===== config.mk =====
export PLATFORM = sky130hd
export DESIGN_NAME = pmt_ctrl
export DESIGN_NICKNAME = d
export VERILOG_FILES = /design/src/rtl/pmt_pkg.sv /design/src/rtl/pmt_ctrl.sv
export SDC_FILE = /design/constraint.sdc
export NUM_CORES = 1
export LEC_CHECK = 0
export BUFFER_PORTS_ARGS = -buffer_cell sky130_fd_sc_hd__buf_2
export CAP_MARGIN = 10
export CORE_MARGIN = 2
export CORE_UTILIZATION = 48
export DETAILED_ROUTE_END_ITERATION = 10
export MAX_ROUTING_LAYER = met4
export PLACE_DENSITY = 0.85
export REMOVE_ABC_BUFFERS = 1
export SYNTH_ARGS = -nofsm -noshare
export SYNTH_HDL_FRONTEND = slang
export SYNTH_SLANG_ARGS = --single-unit

===== constraint.sdc =====
create_clock -name i_clk -period 14.41 [get_ports i_clk]
set_clock_uncertainty 0.15 [all_clocks]
set_input_delay 2.882 -clock i_clk [delete_from_list [all_inputs] [get_ports i_clk]]
set_output_delay 2.882 -clock i_clk [all_outputs]
set_load 0.05 [all_outputs]

===== src/rtl/pmt_pkg.sv =====
`timescale 1ns / 1ps
// ----------------------------------------------------------------------------
// pmt_pkg
// Shared types and constants for the pub/sub multicast table.
// ----------------------------------------------------------------------------
package pmt_pkg;

    localparam int ENDPOINTS     = 8;
    localparam int TABLE_ENTRIES = 64;

    localparam logic [2:0] FN_PUBLISH = 3'd0;
    localparam logic [2:0] FN_RELEASE = 3'd1;
    localparam logic [2:0] FN_HEADER  = 3'd2;
    localparam logic [2:0] FN_UNSUB   = 3'd3;
    localparam logic [2:0] FN_SUB     = 3'd4;

    localparam logic [1:0] ST_DONE    = 2'd0;
    localparam logic [1:0] ST_FULL    = 2'd1;
    localparam logic [1:0] ST_IGNORED = 2'd2;

    typedef enum logic [2:0] {
        OP_NOP,
        OP_LOOKUP,
        OP_DROP,
        OP_UNSUB,
        OP_SUB_SCAN,
        OP_CLAIM
    } t_op;

    typedef enum logic [1:0] {
        S_IDLE,
        S_SCAN,
        S_CLAIM
    } t_state;

    typedef struct packed {
        logic [2:0]  func;
        logic [2:0]  sender;
        logic [31:0] message_id;
        logic [31:0] instance_id;
        logic        subscribe_all;
        logic        unsubscribe_all;
    } t_in;

    typedef struct packed {
        logic [ENDPOINTS-1:0] dest_mask;
        logic [1:0]           status;
    } t_out;

    // word that travels along the row of cells
    typedef struct packed {
        logic                 vld;
        t_op                  op;
        logic [ENDPOINTS-1:0] sbit;
        logic [63:0]          key;
        logic                 hit;
        logic                 free;
        logic [ENDPOINTS-1:0] acc;
    } t_tok;

endpackage


===== src/rtl/pmt_ctrl.sv =====
`timescale 1ns / 1ps
// ----------------------------------------------------------------------------
// pmt_ctrl
// Command sequencer: catch-all mask, list enable, word launch into the
// cell row and result formation from the word leaving the row.
// ----------------------------------------------------------------------------
module pmt_ctrl (
    input  logic          i_clk,
    input  logic          i_rst_n,
    input  logic          i_start,
    input  pmt_pkg::t_in  i_item,
    input  pmt_pkg::t_tok i_tail,
    output logic          o_busy,
    output pmt_pkg::t_tok o_inj,
    output logic          o_done,
    output pmt_pkg::t_out o_result
);

    pmt_pkg::t_state               r_state;
    pmt_pkg::t_state               n_state;
    logic [pmt_pkg::ENDPOINTS-1:0] r_ca;
    logic [pmt_pkg::ENDPOINTS-1:0] n_ca;
    logic                          r_le;
    logic                          n_le;
    logic [1:0]                    r_status;
    logic [1:0]                    n_status;
    pmt_pkg::t_tok                 r_inj;
    pmt_pkg::t_tok                 n_inj;
    logic                          r_done;
    logic                          n_done;
    pmt_pkg::t_out                 r_result;
    pmt_pkg::t_out                 n_result;
    logic [pmt_pkg::ENDPOINTS-1:0] sbit;
    logic [pmt_pkg::ENDPOINTS-1:0] ca_hdr;

    always_comb begin
        for (int e = 0; e < pmt_pkg::ENDPOINTS; e++) begin
            sbit[e] = (int'(i_item.sender) == e);
        end
    end

    assign ca_hdr = i_item.unsubscribe_all ? (r_ca & ~sbit) : r_ca;

    always_comb begin
        n_state  = r_state;
        n_ca     = r_ca;
        n_le     = r_le;
        n_status = r_status;
        n_done   = 1'b0;
        n_result = r_result;
        n_inj      = r_inj;
        n_inj.vld  = 1'b0;
        case (r_state)
            pmt_pkg::S_IDLE: begin
                if (i_start) begin
                    n_inj.vld  = 1'b1;
                    n_inj.op   = pmt_pkg::OP_NOP;
                    n_inj.sbit = sbit;
                    n_inj.key  = {i_item.message_id, i_item.instance_id};
                    n_inj.hit  = 1'b0;
                    n_inj.free = 1'b0;
                    n_inj.acc  = '0;
                    n_status   = pmt_pkg::ST_DONE;
                    n_state    = pmt_pkg::S_SCAN;
                    case (i_item.func)
                        pmt_pkg::FN_PUBLISH: begin
                            n_inj.op = pmt_pkg::OP_LOOKUP;
                        end
                        pmt_pkg::FN_RELEASE: begin
                            n_ca     = r_ca & ~sbit;
                            n_inj.op = pmt_pkg::OP_DROP;
                        end
                        pmt_pkg::FN_HEADER: begin
                            n_ca = ca_hdr;
                            if (|(ca_hdr & sbit)) begin
                                n_le = 1'b0;
                            end else if (i_item.subscribe_all) begin
                                n_inj.op = pmt_pkg::OP_DROP;
                                n_ca     = ca_hdr | sbit;
                                n_le     = 1'b0;
                            end else begin
                                n_le = 1'b1;
                            end
                        end
                        pmt_pkg::FN_UNSUB: begin
                            if (r_le) n_inj.op = pmt_pkg::OP_UNSUB;
                            else      n_status = pmt_pkg::ST_IGNORED;
                        end
                        pmt_pkg::FN_SUB: begin
                            if (r_le) n_inj.op = pmt_pkg::OP_SUB_SCAN;
                            else      n_status = pmt_pkg::ST_IGNORED;
                        end
                        default: begin
                        end
                    endcase
                end
            end
            pmt_pkg::S_SCAN: begin
                if (i_tail.vld) begin
                    if (i_tail.op == pmt_pkg::OP_SUB_SCAN && !i_tail.hit
                        && i_tail.free) begin
                        n_inj     = i_tail;
                        n_inj.op  = pmt_pkg::OP_CLAIM;
                        n_inj.hit = 1'b0;
                        n_state   = pmt_pkg::S_CLAIM;
                    end else begin
                        n_done             = 1'b1;
                        n_state            = pmt_pkg::S_IDLE;
                        n_result.status    = r_status;
                        n_result.dest_mask = '0;
                        if (i_tail.op == pmt_pkg::OP_SUB_SCAN && !i_tail.hit) begin
                            n_result.status = pmt_pkg::ST_FULL;
                        end
                        if (i_tail.op == pmt_pkg::OP_LOOKUP) begin
                            n_result.dest_mask = (r_ca | i_tail.acc) & ~i_tail.sbit;
                        end
                    end
                end
            end
            pmt_pkg::S_CLAIM: begin
                if (i_tail.vld) begin
                    n_done             = 1'b1;
                    n_state            = pmt_pkg::S_IDLE;
                    n_result.status    = pmt_pkg::ST_DONE;
                    n_result.dest_mask = '0;
                end
            end
            default: begin
                n_state = pmt_pkg::S_IDLE;
            end
        endcase
    end

    always_ff @(posedge i_clk) begin
        if (!i_rst_n) begin
            r_state   <= pmt_pkg::S_IDLE;
            r_ca      <= '0;
            r_le      <= 1'b0;
            r_done    <= 1'b0;
            r_inj.vld <= 1'b0;
        end else begin
            r_state   <= n_state;
            r_ca      <= n_ca;
            r_le      <= n_le;
            r_done    <= n_done;
            r_inj.vld <= n_inj.vld;
        end
        r_inj.op   <= n_inj.op;
        r_inj.sbit <= n_inj.sbit;
        r_inj.key  <= n_inj.key;
        r_inj.hit  <= n_inj.hit;
        r_inj.free <= n_inj.free;
        r_inj.acc  <= n_inj.acc;
        r_status   <= n_status;
        r_result   <= n_result;
    end

    assign o_busy   = (r_state != pmt_pkg::S_IDLE);
    assign o_inj    = r_inj;
    assign o_done   = r_done;
    assign o_result = r_result;

endmodule


; ---- After elaboration in Yosys (flattened, before gate mapping)
; Index checks and enable logic that the tools add are counted.
[totals]
reg_bits = 110
latchBits = 0
ram_bits = 0
mem_bits_ro = 0
inputBits = 161
output_inout_bits = 98
elab_cells = 90
memories = 0
[op_classes]
n_addsub = 0
n_mul = 0
n_div = 0
magnitude_cmp = 0
n_eq_ne = 20
shifts = 0
mux = 31
bitwise = 7
reduce_logical = 18
[ops]
columns = cell, n
row1 = $mux 86, 3
row2 = $pmux 86 s2, 1
row3 = $mux 8, 4
row4 = $mux 10, 3
row5 = $and 8x8->8, 3
row6 = $pmux 10 s2, 1
row7 = $eq 3x3->1 const B, 6
row8 = $mux 2, 9
row9 = $not 8->8, 2
row10 = $or 8x8->8, 2
row11 = $pmux 8 s2, 1
row12 = $pmux 3 s5, 1
row13 = $eq 3x2->1 const B, 4
row14 = $ne 2x2->1 const B, 5
row15 = $eq 3x1->1 const B, 3
row16 = $reduce_and 3->1, 3
row17 = $reduce_and 4->1, 2
row18 = $reduce_bool 2->1, 4
row19 = $reduce_or 8->1, 1
row20 = $logic_not 3->1, 2
row21 = $pmux 2 s3, 1
row22 = $mux 1, 5
row23 = $mux 3, 1
row24 = $eq 2x1->1 const B, 1
row25 = 7 further kinds, 8

; ---- Depth between registers and ports, before layout
; Gate-level depths: netlist (run 1).
[depth]
ltp_word = 10
depth_mapped = 9
ltp_nobuf = 7

; ---- Least setup slack after synthesis (run 1)
; No wires, ideal clock.
[synth_timing]
path_kind = input-to-reg
start = input i_tail[82] (netlist name)
end = register r_inj, in the netlist o_inj[0], enable pin
setup_time_ns = 0.555
arrival_time_ns = 7.955
t_required_ns = 13.705
setup_slack_ns = 5.750
cell_stages = 7
n_path_buf = 2
path_cell_list = nor4b_2 and3_1 and2_1 buf_2 buf_2 a21oi_1 a21oi_1
[synth_between]
elab_chain_len = 5
[synth_rtl]
columns = item, line
row1 = "start, declared", pmt_ctrl.sv:12  ; input pmt_pkg::t_tok i_tail,
row2 = $eq 3x3->1, pmt_ctrl.sv:100  ; if (i_tail.op == pmt_pkg::OP_SUB_SCAN && !i_tail.hit
row3 = $logic_and 1x1->1, pmt_ctrl.sv:100
row4 = $logic_and 1x1->1, pmt_ctrl.sv:101  ; && i_tail.free) begin
row5 = $ne 2x2->1 (no line), --
row6 = $reduce_and 4->1 (no line), --
row7 = "end, declared", pmt_ctrl.sv:27  ; pmt_pkg::t_tok r_inj;
; No other way between the ends.
; A chain may end at the register's enable or synchronous reset.

; ---- Final worst setup path (run 1)
[layout_timing]
start = input i_tail[82] (netlist name)
end = register r_inj, in the netlist o_inj[13], enable pin
; The elaborated chain is that of the path after synthesis.

==> results of run 1 <==
## worst reg2reg max path, stage by stage, from the launching register on
cell	delay [ns]
dfxtp_1	0.34
inv_1	0.08
ha_1	0.19
and3_1	0.43
and2_2	0.23
a21oi_1	0.06
a21oi_4	0.74
buf_4	0.73
## state kept, by name (all words and copies together) (netlist names)
register  count
o_inj        85
o_result     10
r_status      1
o_done        1
r_le          1
r_state       2
r_ca          8
## logic make-up (layout without fill, tap and decap cells)
logic type,after synthesis,count (layout)
muxes,3,3
AOI/OAI and AO/OA,110,110
and+or+nand+nor,83,83
adders and majority gates,3,3
xor gates and xnor gates,1,1
buffers and inverters,37,284
DFF,108,108
other,1,2
## routing by layer
metal	up-vias	track usage	wire length (µm)
li1	1842	-	-
met1	1872	0.3007	5277
met2	202	0.3991	7054
met3	20	0.04167	1073
met4	0	0.09818	294
met5	-	-	0
## final cells by class
class | instances | area, µm² | share of cell area
diodes | 1 | 2.502 | 0.0003985
clock buffers | 9 | 123.9 | 0.01973
clock inverters | 7 | 75.07 | 0.01195
inverters | 9 | 33.78 | 0.005380
multi-input cells | 201 | 1464 | 0.2331
flip-flops and latches | 108 | 3113 | 0.4957
well taps | 133 | 166.4 | 0.02650
repair buffers | 259 | 1301 | 0.2072
## where the power goes
part | internal (µW) | leakage [µW] | total (µW) | switching, µW
Clock | 81.7 | 0.0000992 | 186 | 104
Sequential | 376 | 0.00105 | 384 | 7.78
Combinational | 48.0 | 0.00162 | 198 | 150
Total | 505 | 0.00277 | 768 | 263
## per-stage QoR
stage	worst slack, ns	hold WS (ns)	cell area [µm²]	cells	power [µW]
5_1_grt	8.418	0.3774	6277	726	796.4
4_1_cts	8.645	0.3537	6277	726	774.8
6_report	8.612	0.3620	6280	727	768.0
3_5_place_dp	8.229	0.3373	6078	710	589.3
2_1_floorplan	4.568	0.2967	4598	318	526.0
3_3_place_gp	8.399	0.3193	6078	710	584.6
## how the worst min path moves through the flow
stage | start | endpoint | slack (ns)
5_1_grt | r_ca[1] | r_ca[1] | 0.38
3_3_place_gp | r_ca[0] | r_ca[0] | 0.32
6_report | r_ca[0] | r_ca[0] | 0.36
4_1_cts | r_ca[0] | r_ca[0] | 0.35
2_1_floorplan | r_ca[0] | r_ca[0] | 0.30
3_5_place_dp | r_ca[0] | r_ca[0] | 0.34
## cell usage in the layout (no fill, tap or decap), types with 3 or more instances in the layout
cell,n
buf_2,257
edfxtp_1,95
a22o_1,66
nor2_1,22
nand2_1,13
dfxtp_1,13
and3_1,10
a21oi_1,9
nor3_1,9
clkbuf_8,9
inv_1,8
o21ai_0,8
nand3b_1,6
o31ai_1,5
nor3b_1,4
o21ai_1,4
nand3_1,4
ha_1,3
==> results.toml, run 1 <==
[flow_run]
drv_cap = 0

[floorplan]
dieArea_um2 = 10650
io_pins = 259
die_h_um = 103.2
initial_core_util = 0.4879
row_count = 36
die_w_um = 103.2
core_area_um2 = 9684

[pwr]
ir_drop_v = 0.00006944
leakagePower_uw = 0.002769
power-per-cell-area_nw_per_um2 = 122.3

[logic_synthesis]
synth_xor_area_frac = 0.001854
async_flop_share = 0
synth_edf_count = 95
ys_top_cells_by_count = "edfxtp_1, a22o_1, nor2_1, clkbuf_1"
synth_top_family_by_area = "compound AO/OA/AOI/OAI gates"
seq_area_frac_synth = 0.6589
syn_area_um2 = 4725
synth-adder-area-share = 0.007945
synth_simple_gate_area_frac = 0.1006
syn_inst = 346
synth.most_common_cell = "edfxtp_1"
yosysTopAreaCell = "edfxtp_1"
synth_area_leaders = "edfxtp_1, a22o_1, dfxtp_1"
syn_avg_cell_area_um2 = 13.65
synth_top_area_share = 0.6038
ys_warn_count = 0
synth_compound_area_frac = 0.1886
yosys-mux-area-fraction = 0.007415
synth_seq_cells = 108
netlist-cell-type-count = 49
synth_ff_type = "edfxtp_1"

[cts]
cts_buffers = 9
cts_setup_buffers = 0
cts_hold_buf = 0
htreeDepth = 3
clk-insertion-delay-late_ns = 0.37
cts_resized = 0
path_clk_slew_ns = 0.09
cts.path.max_buffers = 2
tritoncts = "built"
clock-sinks = 108
cts-root-buf = "clkbuf_8"

[route]
routed-via-count = 3936
first_pass_iters = 5
vias_per_cell = 5.414
drc = 0
routed_wl_um = 13700
drtAntennaViolNets = 0
routedWlPerCell_um = 18.84
drt_iter0_drc = 266

[worst_setup_path]
end_kind = "flop"
worstRegToRegCells = 7
ff2ff_setup_slack_ns = 11.05
crit_type = "in2reg"
r2r-end = "o_inj[13]"
crit_start = "i_tail[82]"
cp-start-kind = "input pin"
crit_path_end = "o_inj[13]"
path_depth = 7
worst_ep_arrival_time_ns = 5.65
slowest_stage = "a21oi_4"
cp_cell_sequence = "buf_2, nor4b_2, and3_1, and2_2, a21oi_1, a21oi_4, buf_4"
cp_slowest_stage_delay_ns = 0.74
r2r_start = "r_state[1]"
required_ns = 14.26
cp_top_family = "simple AND/OR/NAND/NOR gates"
critPathMaxFanout = 57
path_buf_inv = 2

[global_routing]
antenna_found_initial = 0
grt_overflow = 0
grt_pass1_wl_um = 18340
grtUsageTotal = 0.2428
grt_pass1_vias = 3532
grt_max_degree = 77

[sta]
period_share = 0.4024
tightest_slew_ns = 1.179
setup_viol = 0
hold_viol_final = 0
min_period_ns = 5.798
rsz0062_at_grt = "no"
final.setup.tns_ns = 0
relSlewSlack = 0.2140
slew_viol_final = 0
max_freq_mhz = 172.5

[placed_design]
hpwl_um = 9921
gp_congestion = 0.8636
port_buffers = 257

[finish]
final_core_util = 0.6485
nets = 752
drive_above_1_share = 0.4755
area_growth_pct = 32.92
fillCellCount = 751

[outcome]
status = "finished, final reports clean"

[worst_hold_path]
whs_path_depth = 2
hp-class = "reg2reg"
Note: power is estimated with default switching activity, not from simulation.
==> inputs of run 2 (changes only) <==
ABC_AREA = 1   (was not set)
CORE_UTILIZATION = 46   (was 48)
PLACE_DENSITY = 0.81   (was 0.85)
clock period = 6.05 ns   (was 14.41 ns; I/O delays follow)
==> run 2 against run 1 <==
Sequential power grew to 3.3 times the previous value. Cell count grew 9.6%. Critical path depth shrank 1. Utilization shrank 4.6 points. Critical endpoint is now o_inj[25].
==> results.toml, run 2 <==
[route]
drt_iter0_drc = 378
first_pass_iters = 5
routed-via-count = 4244
vias_per_cell = 5.325
drc = 0
drtAntennaViolNets = 0
routedWlPerCell_um = 17.51
routed_wl_um = 13960

[logic_synthesis]
syn_area_um2 = 4985
synth_ff_type = "edfxtp_1"
ys_top_cells_by_count = "edfxtp_1, nand2_1, a22o_2, nor2_1, inv_1"
synth.most_common_cell = "edfxtp_1"
syn_avg_cell_area_um2 = 12.43
yosysTopAreaCell = "edfxtp_1"
ys_warn_count = 0
synth_area_leaders = "edfxtp_1, a22o_2, dfxtp_1"
synth_edf_count = 95
netlist-cell-type-count = 32
syn_inst = 401
synth_top_area_share = 0.5723
synth_seq_cells = 108
async_flop_share = 0
seq_area_frac_synth = 0.6245

[floorplan]
die_w_um = 108.1
initial_core_util = 0.4660
io_pins = 259
dieArea_um2 = 11690
core_area_um2 = 10700
die_h_um = 108.1
row_count = 38

[sta]
slew_viol_final = 0
relSlewSlack = 0.5138
hold_viol_final = 0
min_period_ns = 3.137
final.setup.tns_ns = 0
period_share = 0.5185
holdWs_ns = 0.3515
max_freq_mhz = 318.8
worst_slack_ns = 2.913
setup_viol = 0
rsz0062_at_grt = "no"
tightest_slew_ns = 0.7292

[cts]
cts_hold_buf = 0
clock-sinks = 108
htreeDepth = 3
cts_buffers = 9
tritoncts = "built"
cts_setup_buffers = 0
clk-insertion-delay-late_ns = 0.36
cts-root-buf = "clkbuf_8"
path_clk_slew_ns = 0.09
cts_resized = 0
cts.path.max_buffers = 2

[global_routing]
antenna_found_initial = 0
grt_max_degree = 71
grt_overflow = 0
grt_pass1_wl_um = 19870
grtUsageTotal = 0.2296
grt_pass1_vias = 3862

[pwr]
power-per-cell-area_nw_per_um2 = 524.3
ir_drop_v = 0.0003672
power_switching_uw = 1677
power_uw = 3378
p_comb_frac = 0.498
sequentialPowerShare = 0.376
power_frac_clock = 0.127
leakagePower_uw = 0.002870
switching_share = 0.4964
p_int_uw = 1701

[worst_setup_path]
required_ns = 5.90
path_buf_inv = 2
cp_top_family = "compound AO/OA/AOI/OAI gates"
worst_ep_arrival_time_ns = 2.98
path_depth = 6
crit_type = "in2reg"
cp-start-kind = "input pin"
cp_cell_sequence = "buf_2, nor2_1, nand2_2, o21ai_0, o211a_4, buf_4"
end_kind = "flop"
cp_slowest_stage_delay_ns = 0.59
worstRegToRegCells = 6
critPathMaxFanout = 44
slowest_stage = "o211a_4"

[finish]
drive_above_1_share = 0.5175
fillCellCount = 890
largest_register_ffs = 85
most-common-layout-cells = "buf_2, edfxtp_1, nand2_1"
finish.instance_area_um2 = 6444
layout_commonest_cell = "buf_2"
area_growth_pct = 29.27
n_antenna_cell = 0
nets = 816

[outcome]
status = "finished, final reports clean"

[placed_design]
gp_congestion = 0.9063
dpl-instance-area_um2 = 6252
dp_slack_ns = 2.526
hpwl_um = 10280
port_buffers = 257

[flow_run]
drv_cap = 0

[worst_hold_path]
whs_path_depth = 2
hp-class = "reg2reg"
==> run 2: worst min-delay path: cells and delay by family (launching register included) <==
family / cells / cell delay (ns)
AO/OA/AOI/OAI: 1 / 0.06
flip-flops: 1 / 0.34
AND/OR/NAND/NOR: 1 / 0.07
==> run 2: cell type report <==
class / instances / area, µm² / area share
Sequential cell: 108 / 3113 / 0.4831
Multi-Input combinational cell: 239 / 1528 / 0.2371
Timing Repair Buffer: 260 / 1309 / 0.2031
Tap cell: 140 / 175.2 / 0.02718
Clock buffer: 10 / 127.6 / 0.01981
Inverter: 34 / 127.6 / 0.01981
Clock inverter: 6 / 63.81 / 0.009903
==> run 2: power by group through the flow <==
stage | Clock (µW) | Combinational (µW) | Sequential [µW]
after CTS | 438 | 1690 | 1270
after floorplan | 0 | 298 | 2250
after global placement | 0 | 1660 | 1280
final | 428 | 1680 | 1270
after detailed placement | 0 | 1680 | 1280
after global routing | 463 | 1740 | 1300
==> run 2: worst paths after layout <==
check / from / end / slack [ns]
setup reg to reg: r_state[1] / o_inj[25] / 3.39
hold / removal: r_state[0] / r_state[0] / 0.35
setup / recovery: i_tail[82] / o_inj[25] / 2.91
hold reg to reg: r_state[0] / r_state[0] / 0.35
==> run 2: logic make-up (layout without fill, tap and decap cells) <==
kind of cell	Yosys count	after routing	synth area share
flip-flops	108	108	0.6245
AND/OR/NAND/NOR	119	119	0.1117
buffers and inverters	54	310	0.07053
adder cells (fa/ha/maj)	3	3	0.007531
other	1	1	0.0007523
AO/OA/AOI/OAI	116	116	0.1850
==> run 2: layer usage <==
metal	global-route usage	vias to the layer above	wire length, µm
met5	-	-	0
met3	0.04340	22	1087
met2	0.4016	227	7141
met1	0.2703	2001	5440
li1	-	1994	-
met4	0.06777	0	289
==> run 2: through the flow <==
step | std cells | util
5_1_grt | 797 | 0.6023
4_1_cts | 797 | 0.6023
3_5_place_dp | 781 | 0.5844
6_report | 797 | 0.6023
3_3_place_gp | 781 | 0.5844
2_1_floorplan | 381 | -
