File: src/rtl/pmt_pkg.sv
`timescale 1ns / 1ps
// ----------------------------------------------------------------------------
// pmt_pkg
// Shared types and constants for the pub/sub multicast table.
// ----------------------------------------------------------------------------
package pmt_pkg;

    localparam int ENDPOINTS     = 8;
    localparam int TABLE_ENTRIES = 64;

    localparam logic [2:0] FN_PUBLISH = 3'd0;
    localparam logic [2:0] FN_RELEASE = 3'd1;
    localparam logic [2:0] FN_HEADER  = 3'd2;
    localparam logic [2:0] FN_UNSUB   = 3'd3;
    localparam logic [2:0] FN_SUB     = 3'd4;

    localparam logic [1:0] ST_DONE    = 2'd0;
    localparam logic [1:0] ST_FULL    = 2'd1;
    localparam logic [1:0] ST_IGNORED = 2'd2;

    typedef enum logic [2:0] {
        OP_NOP,
        OP_LOOKUP,
        OP_DROP,
        OP_UNSUB,
        OP_SUB_SCAN,
        OP_CLAIM
    } t_op;

    typedef enum logic [1:0] {
        S_IDLE,
        S_SCAN,
        S_CLAIM
    } t_state;

    typedef struct packed {
        logic [2:0]  func;
        logic [2:0]  sender;
        logic [31:0] message_id;
        logic [31:0] instance_id;
        logic        subscribe_all;
        logic        unsubscribe_all;
    } t_in;

    typedef struct packed {
        logic [ENDPOINTS-1:0] dest_mask;
        logic [1:0]           status;
    } t_out;

    // word that travels along the row of cells
    typedef struct packed {
        logic                 vld;
        t_op                  op;
        logic [ENDPOINTS-1:0] sbit;
        logic [63:0]          key;
        logic                 hit;
        logic                 free;
        logic [ENDPOINTS-1:0] acc;
    } t_tok;

endpackage

File: src/rtl/pmt_cell.sv
`timescale 1ns / 1ps
// ----------------------------------------------------------------------------
// pmt_cell
// One table entry: key, subscriber mask and valid flag, acting on the word
// that passes through and handing it on in the next cycle.
// ----------------------------------------------------------------------------
module pmt_cell (
    input  logic          i_clk,
    input  logic          i_rst_n,
    input  pmt_pkg::t_tok i_tok,
    output pmt_pkg::t_tok o_tok
);

    logic                          r_valid;
    logic                          n_valid;
    logic [63:0]                   r_key;
    logic [63:0]                   n_key;
    logic [pmt_pkg::ENDPOINTS-1:0] r_mask;
    logic [pmt_pkg::ENDPOINTS-1:0] n_mask;
    pmt_pkg::t_tok                 r_tok;
    pmt_pkg::t_tok                 n_tok;
    logic                          match;

    assign match = r_valid && (r_key == i_tok.key);

    always_comb begin
        n_valid = r_valid;
        n_key   = r_key;
        n_mask  = r_mask;
        n_tok   = i_tok;
        if (i_tok.vld) begin
            case (i_tok.op)
                pmt_pkg::OP_LOOKUP: begin
                    if (match) n_tok.acc = i_tok.acc | r_mask;
                end
                pmt_pkg::OP_DROP: begin
                    n_mask = r_mask & ~i_tok.sbit;
                end
                pmt_pkg::OP_UNSUB: begin
                    if (match) n_mask = r_mask & ~i_tok.sbit;
                end
                pmt_pkg::OP_SUB_SCAN: begin
                    if (match) begin
                        n_mask    = r_mask | i_tok.sbit;
                        n_tok.hit = 1'b1;
                    end
                    if (!r_valid) n_tok.free = 1'b1;
                end
                pmt_pkg::OP_CLAIM: begin
                    if (!i_tok.hit && !r_valid) begin
                        n_valid   = 1'b1;
                        n_key     = i_tok.key;
                        n_mask    = i_tok.sbit;
                        n_tok.hit = 1'b1;
                    end
                end
                default: begin
                end
            endcase
        end
    end

    always_ff @(posedge i_clk) begin
        if (!i_rst_n) begin
            r_valid   <= 1'b0;
            r_mask    <= '0;
            r_tok.vld <= 1'b0;
        end else begin
            r_valid   <= n_valid;
            r_mask    <= n_mask;
            r_tok.vld <= n_tok.vld;
        end
        r_tok.op   <= n_tok.op;
        r_tok.sbit <= n_tok.sbit;
        r_tok.key  <= n_tok.key;
        r_tok.hit  <= n_tok.hit;
        r_tok.free <= n_tok.free;
        r_tok.acc  <= n_tok.acc;
        r_key      <= n_key;
    end

    assign o_tok = r_tok;

endmodule

File: config.mk
export PLATFORM = sky130hd
export DESIGN_NAME = pmt_cell
export DESIGN_NICKNAME = d
export VERILOG_FILES = /design/src/rtl/pmt_pkg.sv /design/src/rtl/pmt_cell.sv
export SDC_FILE = /design/constraint.sdc
export NUM_CORES = 1
export LEC_CHECK = 0
export BUFFER_PORTS_ARGS = -buffer_cell sky130_fd_sc_hd__buf_2
export CORE_MARGIN = 3
export CORE_UTILIZATION = 47
export CTS_CLUSTER_DIAMETER = 30
export DETAILED_ROUTE_END_ITERATION = 16
export GPL_ROUTABILITY_DRIVEN = 0
export PLACE_DENSITY = 0.75
export SYNTH_ARGS = -nofsm -noshare
export SYNTH_HDL_FRONTEND = slang
export SYNTH_SLANG_ARGS = --single-unit
File: constraint.sdc
create_clock -name i_clk -period 5.84 [get_ports i_clk]
set_input_delay 0.584 -clock i_clk [delete_from_list [all_inputs] [get_ports i_clk]]
set_output_delay 0.584 -clock i_clk [all_outputs]
set_load 0.005 [all_outputs]
# After elaboration in Yosys (flattened, before gate mapping)
# Index checks and enable logic that the tools add are counted.
[word_totals] in_bits=88 memories=0 output_inout_bits=86 register_bits=159 latch_bits=0 ram_bits=0 mem_bits_ro=0
[op_classes] order_cmp=0 n_mux=12 mul=0 bitwise_logic=4 n_shift=0 n_div=0 eq_ne=9 addsub=0 n_reduce_logical=7
[ops] operator="$eq 64x64->1" count=1
[ops] operator="$mux 8" count=5
[ops] operator="$pmux 8 s4" count=1
[ops] operator="$or 8x8->8" count=2
[ops] operator="$mux 10" count=1
[ops] operator="$and 8x8->8" count=1
[ops] operator="$not 8->8" count=1
[ops] operator="$eq 3x2->1 const B" count=2
[ops] operator="$eq 3x3->1 const B" count=2
[ops] operator="$ne 2x2->1 const B" count=3
[ops] operator="$reduce_and 5->1" count=1
[ops] operator="$mux 1" count=4
[ops] operator="$reduce_bool 4->1" count=1
[ops] operator="$eq 3x1->1 const B" count=1
[ops] operator="$reduce_and 3->1" count=1
[ops] operator="$logic_and 1x1->1" count=2
[ops] operator="$logic_not 1->1" count=2
[ops] operator="$pmux 1 s2" count=1

# Depth between registers and ports, before layout
# Gate-level depths: netlist (run 1).
[logic_depth] depth_word=5 depth_mapped=8 mapped_depth_nobuf=7

# Least setup slack after synthesis (run 1)
# No wires, ideal clock.
[synth_path] path_type="input to register" start="in i_tok[84] in the netlist's numbering" end="reg r_mask[0] in the netlist's numbering" path_stages=7 setup_time_ps=126 slack_ps=1308 arrival_time_ps=4406 cell_sequence="nor2b_1 -> nand2_1 -> o21ai_0 -> nor2_1 -> or3_1 -> buf_6 -> o211ai_1"
[synth_between] elab_chain_len=3 word_cells_on_any_way=10 cone_classes="eq/ne: 7; mux: 1; reduce/logical: 2"
[synth_lines] item="start: declaration" line_no="pmt_cell.sv:10" text="input pmt_pkg::t_tok i_tok,"
[synth_lines] item="$eq 3x3->1 or $eq 3x2->1 (tied branches)" line_no="pmt_cell.sv:32" text="case (i_tok.op)"
[synth_lines] item="$reduce_bool 4->1 (no source line) or $ne 2x2->1 (tied branches)"
[synth_lines] item="$reduce_and 5->1 (no source line)"
[synth_lines] item="end signal: assignment" line_no="pmt_cell.sv:70" text="r_mask <= n_mask;"
[synth_lines] item="end: declaration" line_no="pmt_cell.sv:18" text="logic [pmt_pkg::ENDPOINTS-1:0] r_mask;"
# Parallel ways exist; a longest one is shown, timed or not.
# A chain may end at the register's enable or synchronous reset.

# Worst setup path in the final report (run 1)
[layout_path] start="in i_tok[84] in the netlist's numbering" end="reg r_mask[6] in the netlist's numbering"
# The elaborated chain is that of the path after synthesis.

==> results.sh, run 1 <==
export IMPL_slew_headroom_pct=41.4
export IMPL_worstHoldStart="i_tok[48]"
export IMPL_cp_start_kind="input port"
export IMPL_cts_buffers=17
export IMPL_powerDensity_mw_per_mm2=364
export IMPL_ys_ff_latch=159
export IMPL_dieArea_sq_mm=0.0123
export IMPL_overflow=0
export IMPL_met3_usage_pct=6.28
export IMPL_holdCritPathClass="input port to flip-flop"
export IMPL_die_y_um=111
export IMPL_stdcell_area_sq_mm=0.00681
export IMPL_setup_violations_final=0
export IMPL_via_per_inst=5.10
export IMPL_num_rows=37
export IMPL_synthToLayoutAreaGrowth_pct=31.5
export IMPL_routed_wl_um=11300
export IMPL_num_nets_final=641
export IMPL_antenna_cells=0
export IMPL_wl_per_cell_um=16.1
export IMPL_peakVddDrop_mv=0.256
export IMPL_grt_pass1_wl_um=18200
export IMPL_synth_cell_type_count=35
export IMPL_pre_cts_ws_ps=2680
export IMPL_dpl_cell_area_sq_mm=0.00621
export IMPL_io_buffers=173
export IMPL_drv_cap=0
export IMPL_cts_buffer_depth=2
export IMPL_skew_ps=6.20
export IMPL_cts_max_level=4
export IMPL_timing_rr_start="r_key[36]"
export IMPL_grt_pass1_vias=3686
export IMPL_worst_setup_path_type="input port to flip-flop"
export IMPL_final_common_cell="buf_2"
export IMPL_power_leakage_nw=2.82
export IMPL_rsz0062_at_grt="no"
export IMPL_fin_crit_sh_pct=45.3
export IMPL_clockRootBuffer="clkbuf_8"
export IMPL_worstPathMaxFanout=66
export IMPL_crit_arrival_ps=3090
export IMPL_total_power_mw=2.48
export IMPL_ios=174
export IMPL_fillers=817
export IMPL_clock_latency_ps=530
export IMPL_antenna_found_initial=0
export IMPL_ys_seq_area_share_pct=73.9
export IMPL_fin_hold_ws_ps=180
export IMPL_top_usage_layer="met2"
export IMPL_via_count=3581
export IMPL_antenna_left=0
export IMPL_endpoint_kind="flip-flop"
export IMPL_grt_util_met2_pct=30.8
export IMPL_syn_nets=451
export IMPL_fmax_mhz=378
export IMPL_core_area_sq_mm=0.0105
export IMPL_cts_setup_buffers=0
export IMPL_drc=0
export IMPL_netlist_area_sq_mm=0.00518
export IMPL_mostFrequentLayoutCells="173 x buf_2, 95 x dfxtp_1, 64 x edfxtp_1"
export IMPL_cts_tree="done"
export IMPL_fin_util_pct=64.8
export IMPL_final_max_slew_viol_count=0
export IMPL_tightestPinTransition_ps=872
export IMPL_post_dp_hpwl_um=8140
export IMPL_postSynthCellCount=363
export IMPL_cts_sinks=159
export IMPL_grt_max_degree=67
export IMPL_crit_chain="buf_2, nor2b_1, nand2_1, o21ai_0, nor2_4, buf_4, or3_1, o211ai_1"
export IMPL_crit_start="i_tok[84]"
export IMPL_cts_hold_buf=0
export IMPL_synth_avg_cell_area_sq_um=14.3
export IMPL_drtIter0Drc=118
export IMPL_start_util_pct=49.3
export IMPL_dr_pass1_iters=4
export IMPL_cp_required_ps=6280
export IMPL_path_clk_slew_ps=60
export IMPL_finalSetupTns_ps=0
export IMPL_dp_cells=670
export IMPL_ys_warn_count=0
export IMPL_finalCriticalPeriod_ps=2640
export IMPL_die_w_um=111
export IMPL_use_met1_pct=22.9
export IMPL_final_cell_count_no_fill=702
export IMPL_hold_viol=0
export IMPL_crit_path_max_incr_delay_ps=610
export IMPL_grt_usage_pct=18.8
export IMPL_critPathSlowestCell="or3_1"
export IMPL_cts_resized_gates=0
export IMPL_drive_gt1_share_pct=36.4
export IMPL_fin_ws_ps=3200
export IMPL_status="finished clean"
==> logic make-up after synthesis <==
group | after synthesis | share of synthesized area (%)
flops | 159 | 73.9
xor+xnor | 48 | 8.12
simple gates | 103 | 11.5
buf+inv | 18 | 1.45
compound gates | 35 | 5.12
==> state kept, by name, summed over array words and instances (netlist names) <==
register and flops:
r_key 64, r_mask 8, o_tok 86, r_valid 1
==> routing by layer <==
metal,vias to the layer above,wire (um),part of all wire [%]
met1,1726,4830,43
met3,24,785,6.9
met4,0,201,1.8
met5,-,0,0
met2,134,5500,49
li1,1697,-,-
==> power by group <==
group / switching, mW / internal (mW) / total, mW
sequential: 0.0149 / 1.20 / 1.22
combinational: 0.0805 / 0.0715 / 0.152
clock: 0.422 / 0.688 / 1.11
==> layout make-up <==
class	count	area, sq um	share of cell area (%)
inverter	15	56.3	0.827
clock inverter	9	130	1.91
clock buffer	23	468	6.87
timing repair buffer	174	873	12.8
multi-input combinational	186	1290	18.9
tap	136	170	2.50
sequential	159	3820	56.2
==> path summary, 6_finish.rpt <==
check,to,slack (ps),depth (start not counted)
setup / recovery,r_mask[6],3200,8
hold / removal,o_tok[48],180,1
setup reg to reg,r_mask[0],3260,7
hold reg to reg,o_tok[0],450,1
==> synth_stat cells, drive strengths merged <==
cell / n / share of area (%)
a211oi: 2 / 0.29
and2: 1 / 0.12
nor4: 8 / 1.1
xor2: 16 / 2.7
a221oi: 2 / 0.34
o21a: 1 / 0.15
a2111oi: 1 / 0.17
o211ai: 6 / 0.87
nor2: 11 / 0.80
clkbuf: 2 / 0.15
a41oi: 2 / 0.34
edfxtp: 64 / 37
xnor2: 32 / 5.4
nor3: 3 / 0.29
a21o: 9 / 1.3
nand4: 25 / 3.0
or4: 1 / 0.15
nor2b: 1 / 0.12
nand2b: 24 / 2.9
or3: 1 / 0.12
nand3: 5 / 0.48
o21ai: 3 / 0.29
o2111ai: 2 / 0.34
a41o: 1 / 0.19
nand2: 16 / 1.2
nor4b: 4 / 0.68
and4: 2 / 0.34
or4b: 1 / 0.19
o31ai: 1 / 0.24
buf: 1 / 0.22
inv: 15 / 1.1
dfxtp: 95 / 37
o22ai: 5 / 0.60
==> worst max-delay path, delay by kind of cell <==
kind | cells | cell delay [ps]
AO/OA/AOI/OAI | 2 | 800
AND/OR/NAND/NOR | 4 | 1200
buffers and inverters | 2 | 500
Power figures use the tool's default switching activity.
==> run 2, diff against run 1 <==
==> constraint.sdc (replaced) <==
create_clock -name i_clk -period 2.47 [get_ports i_clk]
set_input_delay 0.247 -clock i_clk [delete_from_list [all_inputs] [get_ports i_clk]]
set_output_delay 0.247 -clock i_clk [all_outputs]
set_load 0.005 [all_outputs]
==> results.sh, run 2 (synthesis results as in run 1) <==
export IMPL_status="finished clean"
export IMPL_crit_arrival_ps=2640
export IMPL_tightestPinTransition_ps=667
export IMPL_endpoint_kind="flip-flop"
export IMPL_cts_max_level=4
export IMPL_slew_headroom_pct=55.1
export IMPL_routed_wl_um=12700
export IMPL_finalSetupTns_ps=0
export IMPL_largest_reg_flops=86
export IMPL_switchingPower_mw=1.23
export IMPL_crit_start="i_tok[46]"
export IMPL_antenna_cells=0
export IMPL_grt_pass1_wl_um=20800
export IMPL_crit_path_max_incr_delay_ps=560
export IMPL_stdcell_area_sq_mm=0.00771
export IMPL_drc=0
export IMPL_cts_buffers=17
export IMPL_grt_max_degree=66
export IMPL_crit_chain="dlygate4sd3_1, buf_2, xor2_1, or4_1, nor4_2, nand4_1, a2111oi_2, or3_4, o211ai_1"
export IMPL_antenna_left=0
export IMPL_mostFrequentLayoutCells="173 x buf_2, 95 x dfxtp_1, 86 x dlygate4sd3_1"
export IMPL_grt_pass1_vias=4171
export IMPL_core_area_sq_mm=0.0105
export IMPL_clockRootBuffer="clkbuf_8"
export IMPL_worstPathMaxFanout=8
export IMPL_path_clk_slew_ps=60
export IMPL_timing_rr_start="r_key[36]"
export IMPL_drive_gt1_share_pct=32.7
export IMPL_cts_buffer_depth=2
export IMPL_dieArea_sq_mm=0.0123
export IMPL_power_leakage_nw=3.20
export IMPL_via_per_inst=4.91
export IMPL_hold_viol=0
export IMPL_drtIter0Drc=184
export IMPL_rsz0062_at_grt="no"
export IMPL_dpl_cell_area_sq_mm=0.00624
export IMPL_seqPwrFrac_pct=49.1
export IMPL_clock_latency_ps=530
export IMPL_antenna_found_initial=0
export IMPL_drv_cap=0
export IMPL_grt_usage_pct=21.4
export IMPL_io_buffers=173
export IMPL_final_common_cell="buf_2"
export IMPL_wl_per_cell_um=16.1
export IMPL_finalCriticalPeriod_ps=2240
export IMPL_cts_tree="done"
export IMPL_num_nets_final=730
export IMPL_dr_pass1_iters=4
export IMPL_comb_power_share_pct=8.2
export IMPL_start_util_pct=49.3
export IMPL_worstHoldStart="i_rst_n"
export IMPL_cp_required_ps=2870
export IMPL_critPathSlowestCell="or4_1"
export IMPL_die_w_um=111
export IMPL_switching_share_pct=21.0
export IMPL_powerDensity_mw_per_mm2=762
export IMPL_ios=174
export IMPL_peakVddDrop_mv=0.730
export IMPL_intPower_mw=4.64
export IMPL_skew_ps=9.89
export IMPL_cts_sinks=159
export IMPL_fin_util_pct=73.4
export IMPL_final_max_slew_viol_count=0
export IMPL_post_dp_hpwl_um=8010
export IMPL_fin_crit_sh_pct=90.6
export IMPL_synthToLayoutAreaGrowth_pct=48.9
export IMPL_num_rows=37
export IMPL_via_count=3886
export IMPL_cp_start_kind="input port"
export IMPL_setup_violations_final=0
export IMPL_worst_setup_path_type="input port to flip-flop"
export IMPL_die_y_um=111
export IMPL_overflow=0
export IMPL_power_frac_clock_pct=42.8
export IMPL_fmax_mhz=447
export IMPL_holdCritPathClass="input port to flip-flop"
==> run 2: power by group through the flow <==
stage	combinational, mW	sequential [mW]	clock, mW
finish	0.479	2.88	2.52
global route	0.522	2.89	2.68
CTS	0.474	2.88	2.56
detailed placement	0.364	2.94	0
global placement	0.353	2.93	0
floorplan	0.130	2.95	0
==> run 2: worst max-delay path: cells and delay by family <==
kind                   cells  cell delay [ps]
XOR/XNOR                   1              180
AO/OA/AOI/OAI              2              340
AND/OR/NAND/NOR            4             1180
buffers and inverters      2              680
==> run 2: repair_timing <==
item | 4_1_cts | 5_1_grt
setup buffers | 0 | 0
pin swaps | 1 | 4
hold endpoints to repair | 153 | 0
hold buffers | 86 | 0
setup endpoints to repair | 8 | 8
gates resized for setup | 4 | 0
==> run 2: routing by layer <==
layer	up-vias	track usage [%]	share of wire, %
met5	-	0	0
met4	0	9.03	1.7
met3	19	7.48	7.6
met2	163	35.8	50
met1	1827	24.9	41
li1	1877	-	-
==> run 2: per-stage QoR <==
step / setup slack [ps] / hold WS (ps) / total power, mW / std cells
after floorplan: 20.5 / 275 / 3.08 / 363
after global placement: 16.0 / 381 / 3.29 / 673
after detailed placement: -150 / 382 / 3.30 / 673
after CTS: 16.5 / 82.8 / 5.92 / 791
after global routing: 59.1 / 105 / 6.09 / 791
final: 232 / 114 / 5.88 / 791
==> run 2: cell type report <==
| class | count | area (sq um) |
|---|---|---|
| Timing Repair Buffer | 263 | 1770 |
| Tap cell | 136 | 170 |
| Clock buffer | 23 | 510 |
| Inverter | 15 | 56.3 |
| Sequential cell | 159 | 3820 |
| Clock inverter | 9 | 76.3 |
| Fill cell | 633 | 2800 |
| Multi-Input combinational cell | 186 | 1300 |
==> run 2: worst paths after layout <==
check	endpoint	slack, ps	depth (start not counted)
max	r_mask[1]	230	9
min	r_valid	110	2
max reg2reg	r_mask[1]	250	7
min reg2reg	o_tok[5]	460	1
==> run 3, diff against run 2 <==
--- a/config.mk
+++ b/config.mk
@@ -6,12 +6,14 @@
 export NUM_CORES = 1
 export LEC_CHECK = 0
 export BUFFER_PORTS_ARGS = -buffer_cell sky130_fd_sc_hd__buf_2
+export CELL_PAD_IN_SITES_DETAIL_PLACEMENT = 0
+export CELL_PAD_IN_SITES_GLOBAL_PLACEMENT = 2
 export CORE_MARGIN = 3
-export CORE_UTILIZATION = 47
+export CORE_UTILIZATION = 32
 export CTS_CLUSTER_DIAMETER = 30
 export DETAILED_ROUTE_END_ITERATION = 16
 export GPL_ROUTABILITY_DRIVEN = 0
-export PLACE_DENSITY = 0.75
+export PLACE_DENSITY_LB_ADDON = 0.1
 export SYNTH_ARGS = -nofsm -noshare
 export SYNTH_HDL_FRONTEND = slang
 export SYNTH_SLANG_ARGS = --single-unit
==> results.sh, run 3 (synthesis results as in run 1) <==
export IMPL_status="finished clean"
export IMPL_antenna_left=0
export IMPL_worstPathMaxFanout=8
export IMPL_routed_wl_um=12400
export IMPL_crit_arrival_ps=2620
export IMPL_finalSetupTns_ps=0
export IMPL_hold_viol=0
export IMPL_clockRootBuffer="clkbuf_16"
export IMPL_cts_sinks=159
export IMPL_overflow=0
export IMPL_ios=174
export IMPL_drive_gt1_share_pct=34.2
export IMPL_dr_wl_met2_um=5790
export IMPL_power_leakage_nw=3.22
export IMPL_largest_reg_flops=86
export IMPL_num_nets_final=732
export IMPL_via_per_inst=4.30
export IMPL_fin_util_pct=50.6
export IMPL_drtIter0Drc=173
export IMPL_cp_num_buf_inv=2
export IMPL_num_rows=45
export IMPL_grt_pass1_wl_um=19200
export IMPL_total_power_mw=6.02
export IMPL_mostFrequentLayoutCells="173 x buf_2, 95 x dfxtp_1, 82 x dlygate4sd3_1"
export IMPL_via_count=3737
export IMPL_finalCriticalPeriod_ps=2330
export IMPL_post_dp_hpwl_um=8540
export IMPL_pre_cts_ws_ps=-226
export IMPL_highest_layer="met4"
export IMPL_final_cell_count_no_fill=869
export IMPL_final_max_slew_viol_count=0
export IMPL_path_clk_slew_ps=60
export IMPL_wl_per_cell_um=14.2
export IMPL_cp_required_ps=2760
export IMPL_dieArea_sq_mm=0.0177
export IMPL_cts_max_level=4
export IMPL_holdCritPathClass="input port to flip-flop"
export IMPL_core_area_sq_mm=0.0155
export IMPL_drv_cap=0
export IMPL_setup_violations_final=0
export IMPL_cp_start_kind="input port"
export IMPL_synthToLayoutAreaGrowth_pct=52.0
export IMPL_wl_met3_um=803
export IMPL_fin_crit_sh_pct=94.2
export IMPL_drc=0
export IMPL_dr_pass1_iters=4
export IMPL_detail_route_wirelength_met1_um=5680
export IMPL_grt_max_degree=66
export IMPL_endpoint_kind="flip-flop"
export IMPL_cts_tree="done"
export IMPL_skew_ps=7.47
export IMPL_clock_latency_ps=410
export IMPL_grt_pass1_vias=3797
export IMPL_dp_cells=753
export IMPL_die_y_um=133
export IMPL_tightestPinTransition_ps=633
export IMPL_cts_buffers=17
export IMPL_slew_headroom_pct=57.6
export IMPL_crit_family="simple AND/OR/NAND/NOR gates"
export IMPL_dpl_cell_area_sq_mm=0.00638
export IMPL_crit_path_max_incr_delay_ps=540
export IMPL_stdcell_area_sq_mm=0.00787
export IMPL_powerDensity_mw_per_mm2=765
export IMPL_fin_hold_ws_ps=32.4
export IMPL_fin_ws_ps=142
export IMPL_start_util_pct=33.3
export IMPL_io_buffers=173
export IMPL_final_common_cell="buf_2"
export IMPL_grt_usage_pct=13.9
export IMPL_crit_chain="dlygate4sd3_1, buf_2, xor2_1, or4_4, nor4_4, nand4_1, a2111oi_4, or3_4, o211ai_1"
export IMPL_worst_setup_path_type="input port to flip-flop"
export IMPL_antenna_found_initial=0
export IMPL_cts_buffer_depth=2
export IMPL_fmax_mhz=430
export IMPL_die_w_um=133
export IMPL_peakVddDrop_mv=0.511
export IMPL_critPathSlowestCell="dlygate4sd3_1"
run 3: changes by cell type in the layout (fill, tap and decap cells not counted), moves of 2 or more:
cell           change
buf_4              +6
dlygate4sd3_1      -4
inv_6              +3
bufinv_16          +2
clkbuf_1           -2
clkbuf_16          -2
clkbuf_8           -2
clkinv_2           -2
clkinvlp_4         +2
nor4_1             -2
run 3: path summary, 6_finish.rpt:
| check | from | cells after the start | endpoint | slack, ps |
|---|---|---|---|---|
| worst max register to register | r_key[36] | 7 | r_mask[4] | 190 |
| worst max-delay path | i_tok[41] | 9 | r_mask[4] | 140 |
| worst min register to register | r_mask[4] | 1 | o_tok[4] | 460 |
| worst min-delay path | i_tok[8] | 2 | o_tok[8] | 30 |
run 3: area by class of cell:
type | instances | area (sq um)
diodes | 1 | 2.50
clock buffers | 17 | 425
clock inverters | 15 | 181
fillers | 1413 | 7670
inverters | 15 | 56.3
multi-input cells | 186 | 1340
flip-flops and latches | 159 | 3820
well taps | 211 | 264
repair buffers | 265 | 1770
run 3: metal layers:
| metal | vias to the layer above | GRT usage (%) |
|---|---|---|
| met4 | 0 | 4.80 |
| met2 | 118 | 21.7 |
| met5 | - | 0 |
| li1 | 1881 | - |
| met1 | 1731 | 18.0 |
| met3 | 7 | 4.87 |
run 3: worst register-to-register path: stages, from the launching register on:
cell       delay [ps]
edfxtp_1          370
xor2_1            160
or4_4             550
nor4_4            280
nand4_1           190
a2111oi_4         260
or3_4             240
o211ai_1          100
run 3: what timing repair did:
action                                  4_1_cts  5_1_grt
endpoints found under the hold margin        82        0
endpoints found under the setup margin        8        8
buffers inserted                              0        1
gates resized for setup                       4        6
pin swaps                                     1        4
hold buffers                                 82        0
run 3: report_power, final:
group          switching (mW)  internal (mW)
Clock                    1.07           1.60
Sequential             0.0332           2.85
Combinational           0.213          0.262
